File: src/hw/rtl/rsi_pkg.sv
// ----------------------------------------------------------------------------
// rsi_pkg
// Constants and shared types of the ray / sphere intersection pipeline.
// ----------------------------------------------------------------------------
package rsi_pkg;

  localparam int FRAC_BITS = 16;
  // Width of a 32x32 product after the fractional bits are floored away.
  localparam int PROD_W    = 64 - FRAC_BITS;
  localparam int SUM_W     = PROD_W + 2;

  localparam int SQ_STEPS  = 4;
  localparam int SQ_STAGES = 32 / SQ_STEPS;

  localparam int MAG_W     = 33;
  localparam int DEN_W     = 33;
  localparam int DV_STEPS  = 4;
  localparam int DVD_W     = ((MAG_W + 3 + FRAC_BITS + DV_STEPS - 1) / DV_STEPS) * DV_STEPS;
  localparam int DV_STAGES = DVD_W / DV_STEPS;

  localparam logic [31:0] ONE_FX = 32'(64'd1 << FRAC_BITS);

  localparam logic MODE_RAY    = 1'b0;
  localparam logic MODE_NORMAL = 1'b1;

  localparam logic [2:0] REG_R0_C01 = 3'd0;
  localparam logic [2:0] REG_R0_C23 = 3'd1;
  localparam logic [2:0] REG_R1_C01 = 3'd2;
  localparam logic [2:0] REG_R1_C23 = 3'd3;
  localparam logic [2:0] REG_R2_C01 = 3'd4;
  localparam logic [2:0] REG_R2_C23 = 3'd5;

  // Travels beside the square root: a/h/c in ray mode, the normal otherwise.
  typedef struct packed {
    logic               mode;
    logic               miss;
    logic signed [31:0] x0;
    logic signed [31:0] x1;
    logic signed [31:0] x2;
  } sq_side_t;

  // Travels beside the divider lanes.
  typedef struct packed {
    logic       mode;
    logic       hit;
    logic [2:0] neg;
  } dv_side_t;

endpackage

File: src/hw/rtl/rsi_sqrt.sv
// ----------------------------------------------------------------------------
// rsi_sqrt
// Pipelined floor square root of a 64-bit value, two radicand bits per step.
// ----------------------------------------------------------------------------
module rsi_sqrt (
  input  logic              clk,
  input  logic              rst_n,
  input  logic              en,
  input  logic              in_vld,
  input  logic [63:0]       in_rad,
  input  rsi_pkg::sq_side_t in_side,
  output logic              out_vld,
  output logic [31:0]       out_root,
  output rsi_pkg::sq_side_t out_side
);
  import rsi_pkg::*;

  logic        vld_r  [0:SQ_STAGES-1];
  logic [63:0] rad_r  [0:SQ_STAGES-1];
  logic [34:0] rem_r  [0:SQ_STAGES-1];
  logic [31:0] root_r [0:SQ_STAGES-1];
  sq_side_t    side_r [0:SQ_STAGES-1];

  logic        vld_in  [0:SQ_STAGES-1];
  logic [63:0] rad_in  [0:SQ_STAGES-1];
  logic [34:0] rem_in  [0:SQ_STAGES-1];
  logic [31:0] root_in [0:SQ_STAGES-1];
  sq_side_t    side_in [0:SQ_STAGES-1];

  for (genvar g = 0; g < SQ_STAGES; g++) begin : g_stage
    logic [63:0] rad_nxt;
    logic [34:0] rem_nxt;
    logic [31:0] root_nxt;

    if (g == 0) begin : g_first
      assign vld_in[g]  = in_vld;
      assign rad_in[g]  = in_rad;
      assign rem_in[g]  = '0;
      assign root_in[g] = '0;
      assign side_in[g] = in_side;
    end else begin : g_next
      assign vld_in[g]  = vld_r[g-1];
      assign rad_in[g]  = rad_r[g-1];
      assign rem_in[g]  = rem_r[g-1];
      assign root_in[g] = root_r[g-1];
      assign side_in[g] = side_r[g-1];
    end

    always_comb begin : step
      logic [34:0] cur;
      logic [34:0] trial;
      rad_nxt  = rad_in[g];
      rem_nxt  = rem_in[g];
      root_nxt = root_in[g];
      for (int j = 0; j < SQ_STEPS; j++) begin
        cur   = {rem_nxt[32:0], rad_nxt[63:62]};
        trial = {1'b0, root_nxt, 2'b01};
        if (cur >= trial) begin
          rem_nxt  = cur - trial;
          root_nxt = {root_nxt[30:0], 1'b1};
        end else begin
          rem_nxt  = cur;
          root_nxt = {root_nxt[30:0], 1'b0};
        end
        rad_nxt = {rad_nxt[61:0], 2'b00};
      end
    end

    always_ff @(posedge clk) begin
      if (!rst_n) begin
        vld_r[g] <= 1'b0;
      end else if (en) begin
        vld_r[g] <= vld_in[g];
      end
    end

    always_ff @(posedge clk) begin
      if (en) begin
        rad_r[g]  <= rad_nxt;
        rem_r[g]  <= rem_nxt;
        root_r[g] <= root_nxt;
        side_r[g] <= side_in[g];
      end
    end
  end

  assign out_vld  = vld_r[SQ_STAGES-1];
  assign out_root = root_r[SQ_STAGES-1];
  assign out_side = side_r[SQ_STAGES-1];

endmodule

File: config.mk
export PLATFORM = sky130hd
export DESIGN_NAME = rsi_sqrt
export DESIGN_NICKNAME = d
export VERILOG_FILES = /design/src/hw/rtl/rsi_pkg.sv /design/src/hw/rtl/rsi_sqrt.sv
export SDC_FILE = /design/constraint.sdc
export NUM_CORES = 2
export LEC_CHECK = 0
export BUFFER_PORTS_ARGS = -buffer_cell sky130_fd_sc_hd__buf_4
export CAP_MARGIN = 25
export CORE_ASPECT_RATIO = 0.75
export CORE_MARGIN = 4
export CORE_UTILIZATION = 34
export DETAILED_ROUTE_END_ITERATION = 10
export HOLD_SLACK_MARGIN = 0.1
export MAX_ROUTING_LAYER = met4
export PLACE_DENSITY_LB_ADDON = 0.15
export SYNTH_ARGS = -nofsm -noshare
export SYNTH_HDL_FRONTEND = slang
export SYNTH_SLANG_ARGS = --single-unit
File: constraint.sdc
create_clock -name clk -period 15.45 [get_ports clk]
set_clock_uncertainty 0.1 [all_clocks]
set_input_delay 3.09 -clock clk [delete_from_list [all_inputs] [get_ports clk]]
set_output_delay 3.09 -clock clk [all_outputs]
set_load 0.05 [all_outputs]
### Word level (Yosys, flattened, before mapping)

Memory sizes are Yosys's and may differ from the RTL's.
Cells that the tools add are included.

* flip-flop bits (word level): 0
* latch bits: 0
* bits in writable memories: 1776
* bits in read-only memories: 0
* output and inout port bits: 131
* memories: 5

* $add $sub $neg: 32
* multiply operators: 0
* divide/modulo/power cells: 0
* order comparisons: 32
* eq/ne operators: 0
* shifts and indexed selects: 0
* multiplexer cells: 77
* bitwise operators: 8
* reductions and logical operators: 0

Memories
* side_r: depth 8, bits a word 98, rd ports 8, clocked after memory_dff 0, wr ports 8, RTL line rsi_sqrt.sv:22 `sq_side_t side_r [0:SQ_STAGES-1];`
* rad_r: depth 8, bits a word 56, rd ports 7, clocked after memory_dff 0, wr ports 8, RTL line rsi_sqrt.sv:19 `logic [63:0] rad_r [0:SQ_STAGES-1];`
* rem_r: depth 8, bits a word 35, rd ports 7, clocked after memory_dff 0, wr ports 8, RTL line rsi_sqrt.sv:20 `logic [34:0] rem_r [0:SQ_STAGES-1];`
* root_r: depth 8, bits a word 32, rd ports 8, clocked after memory_dff 0, wr ports 8, RTL line rsi_sqrt.sv:21 `logic [31:0] root_r [0:SQ_STAGES-1];`
* vld_r: depth 8, bits a word 1, rd ports 8, clocked after memory_dff 0, wr ports 8, RTL line rsi_sqrt.sv:18 `logic vld_r [0:SQ_STAGES-1];`

Operators with widths (count)
* $ge 35x34->1: 28
* $mux 33: 24
* $sub 33x33->33: 21
* $mux 35: 8
* $sub 35x34->35: 7
* $mux 1: 45
* $ge 35x3->1: 1
* $ge 35x4->1: 1
* $ge 35x5->1: 1
* $sub 35x5->35: 1
* $sub 33x3->33: 1
* $sub 33x4->33: 1
* $or 1x1->1: 8
* $sub 2x1->3 const B: 1
* $ge 2x1->1 const B: 1

### Longest topological paths before layout

An unclocked memory read counts as a cell.

* depth in word-level cells: 9
* depth in mapped cells: 66

### Worst setup path after synthesis

No wires, ideal clock.

* path kind: flip-flop to flip-flop
* start: mem root_r[5][4], in the netlist root_r[1][36]
* end: mem rem_r[6][15], data pin
* data arrival time: 11.763 ns
* data required time: 15.090 ns
* slack: 3.327 ns
* cell stages (with the launch flop): 54
* path buffers: 12
* clock period less this slack: 12.123 ns
* path through: edfxtp_1 -> inv_1 -> ha_1 -> and3_1 -> a21boi_0 -> o2111ai_1 -> a21oi_1 -> o21ai_1 -> nand2_1 -> clkbuf_1 -> clkbuf_1 -> a21oi_1 -> ha_1 -> clkbuf_1 -> nand4_1 -> a211oi_1 -> a2111oi_0 -> o21ai_0 -> [... 18 more ...] -> a32oi_1 -> a211oi_1 -> nand4_1 -> clkbuf_1 -> clkbuf_1 -> a21oi_1 -> ha_1 -> clkbuf_1 -> a21o_1 -> a21o_1 -> a41oi_1 -> o21ai_0 -> a31o_2 -> a22o_1 -> o41a_1 -> nor2_1 -> clkbuf_1 -> mux2_2

RTL lines (RTL line)
* start: declaration: rsi_sqrt.sv:21
* end: declaration: rsi_sqrt.sv:20

==> summary.txt <==
Floorplanning
  – Core Footprint: between 200,000 and 300,000 sq um
  – IO Count: ~300
  – Row cnt: 160
  – Die Y-Extent: about 450 um
  – Die X-Extent: ~600 um
  – Initial Utilization: 0.343
  – DIE AREA: 265,000 sq um

Layout
  – Share of cells above drive strength 1: 0.101
  – Final core utilization: 0.390
  – Most common cell after layout, fill and taps aside: edfxtp_1
  – Most frequent cells in the layout: edfxtp_1, a21oi_1, nand2_1, nor2_1, ha_1
  – Layout net count: around 9,500
  – Fillers: 24,800
  – Area grow syn2layout: 13.7%

Synthesis
  – #FFs+latches synth: between 1,000 and 1,500
  – Post-synthesis average cell area: approximately 10 sq um
  – Top cells by area, synth: edfxtp_1, ha_1, xnor2_1, a21oi_1, nand2_1
  – Synthesized area: around 87,000 sq um
  – Area leader, netlist: edfxtp_1
  – Top_reg_cell synth: edfxtp_1
  – Mapped Cells: roughly 8,400
  – Yosys cell types: 118
  – Seq/Total Area, Yosys: 0.479
  – Post-synth EDFFs: 1,390
  – Proportion of netlist area held by the largest area contributor: 0.478
  – Warning count from the yosys run: 0
  – FFs w/ async S/R, synth: 0

Timing
  – Period utilisation layout: 0.928
  – Setup violations, final: 0
  – Slew Viols, Final: 0
  – Final setup TNS: 0 ns
  – RSZ-0062 raised after global routing: false
  – Final hold vios: 0
  – Fmax: around 0.070 GHz
  – Max transition margin: 0.267
  – Worst-Margin Slew: 1.10 ns
  – Min Tclk post-route: approximately 14 ns
  – Final worst slack: 1.11 ns

CTS
  – # H-tree levels: 4
  – Post-CTS Repair Setup Buffers: 0
  – # hold bufs at CTS: 0
  – Post-CTS sizing: 0
  – Clk_lat worst skew: 0.83 ns
  – CTS tree: built
  – CTS sink count: between 1,000 and 1,500
  – Worst-path clk slew: about 0.060 ns
  – CTS Root Cell: clkbuf_16
  – Total CTS buffers: 159
  – Clk buf depth: 4

Drt
  – Total iterations of the first detailed-routing run: 6
  – Vias/cell: 5.46
  – DR iter-0 viols: approximately 6,200
  – DRT antenna net count: 0
  – Drt total wl: 261 mm
  – DR DRC count: 0
  – Via count: between 60,000 and 70,000
  – WL per Instance: 21.3 um

Setup path
  – Kind of critical path: reg2reg
  – Critical Path RT: between 15 and 20 ns
  – Worst Reg-to-Reg Cells: 45
  – Reg2reg start: root_r[0][102]
  – Worst Setup SP: root_r[0][102]
  – CP Capture Type: flop
  – WP buf/inv: 8
  – Delay of the slowest critical-path stage: around 0.8 ns
  – R2R Setup Slk: between 1 and 1.5 ns
  – Worst path top cell family by delay: compound AO/OA/AOI/OAI gates
  – Critical Path AT: roughly 15 ns
  – Setup crit start kind: flop
  – Capturing point of the worst reg2reg path: rem_r[4][5]
  – CP max FO: 44
  – CP max stage cell: o31ai_1

GRT
  – Grt total ovfl: 0
  – Vias in the first global route: 62,851
  – Largest net degree at the start of global routing: about 190
  – GRT Overall Usage: 0.195
  – Initial antenna violation count: 11
  – First-pass GRT wire length: 392 mm

Place
  – GP Congestion: between 0.9 and 1
  – DP HPWL: between 200 and 250 mm
  – PortBufs: 296
  – Pre-CTS WS: roughly 1.3 ns

Outcome
  – Status: completed

Worst hold path
  – Worst hold endpoint: side_r[0][389]
  – Hold Crit Start: side_r[0][291]
  – Worst hold path depth: 0
  – HP Class: reg2reg

Power
  – Pleak: 38.0 nW
  – PD cells: 245 nW/um^2
  – Max VDD drop: roughly 270 uV

Flow run
  – Max-cap violations: 0
power by group:
group / switching [mW] / total (mW) / internal, mW / leakage [nW]
combinational: 9.32 / 15.2 / 5.92 / 22.0
clock: 1.56 / 3.76 / 2.20 / 2.49
sequential: 0.347 / 5.33 / 4.98 / 13.5
total: 11.2 / 24.3 / 13.1 / 38.0
area by class of cell:
type | instances | area (sq um) | share of cell area
multi-input cells | 6407 | 43300 | 0.436
flip-flops and latches | 1391 | 41800 | 0.421
inverters | 364 | 1370 | 0.0138
repair buffers | 425 | 3370 | 0.0340
clock buffers | 183 | 4130 | 0.0417
clock inverters | 96 | 1020 | 0.0103
well taps | 3402 | 4260 | 0.0429
diodes | 7 | 17.5 | 0.000177
through the flow:
| step | instance area (sq um) | hold slack, ns | cells | power, mW |
|---|---|---|---|---|
| finish | 99200 | 0.295 | 12275 | 24.3 |
| global route | 99200 | 0.286 | 12275 | 26.2 |
| CTS | 99100 | 0.282 | 12265 | 24.4 |
| detailed placement | 94000 | 0.305 | 11986 | 20.4 |
| global placement | 93900 | 0.300 | 11984 | 20.5 |
| floorplan | 87300 | 0.300 | 8390 | 16.1 |
sequential cells by signal (all words and copies together), names as in the netlist:
register / cells
vld_r: 8
rad_r: 224
rem_r: 231
side_r: 784
root_r: 144
logic make-up (layout without fill, tap and decap cells):
logic type | count (synthesis) | in the layout | share of synthesized area
XOR/XNOR | 733 | 733 | 0.0738
other | 1 | 11 | 0.0000430
multiplexers | 115 | 115 | 0.0142
AND/OR/NAND/NOR | 2676 | 2676 | 0.155
flip-flops | 1391 | 1391 | 0.479
AO/OA/AOI/OAI | 2319 | 2319 | 0.171
buffers and inverters | 592 | 1068 | 0.0264
adder cells (fa/ha/maj) | 560 | 560 | 0.0803
layer usage:
| metal | part of all wire | up-vias | global-route usage |
|---|---|---|---|
| met4 | 0.018 | 0 | 0.0368 |
| met2 | 0.43 | 1990 | 0.282 |
| met3 | 0.062 | 272 | 0.0318 |
| li1 | - | 32398 | - |
| met1 | 0.50 | 32412 | 0.289 |
| met5 | 0 | - | - |
Yosys cell counts (66+ instances only):
master       n
nand2b_1   119
nor2_1     643
a31oi_1     68
nand2_1    690
xor2_1     279
nor2b_1     94
a21o_1     264
xnor2_1    451
o21bai_1    66
and3_1      91
inv_1      349
or3_1       89
ha_1       560
edfxtp_1  1390
a211oi_1    69
nand4_1    136
a21oi_1    691
o21a_1      83
mux2_2      73
clkbuf_1   172
and2_1      69
o31ai_1     76
nand3_1    195
o21ai_0    514
nor3_1     197
nor4_1      73
worst max-delay path by stage:
stage,end,cells after the start
finish,rem_r[4][5],45
global route,rem_r[4][5],46
CTS,rem_r[4][5],44
detailed placement,rem_r[4][5],44
global placement,rem_r[4][5],44
floorplan,rem_r[6][15],53
worst reg2reg max path, delay by kind of cell, from the launching register on:
family / cells / cell delay (ns)
compound gates: 15 / 4.77
fa+ha+maj: 4 / 1.74
buf+inv: 8 / 2.57
flops: 1 / 0.36
mux: 1 / 0.36
simple gates: 17 / 4.20
(Power assumes the default switching activity.)
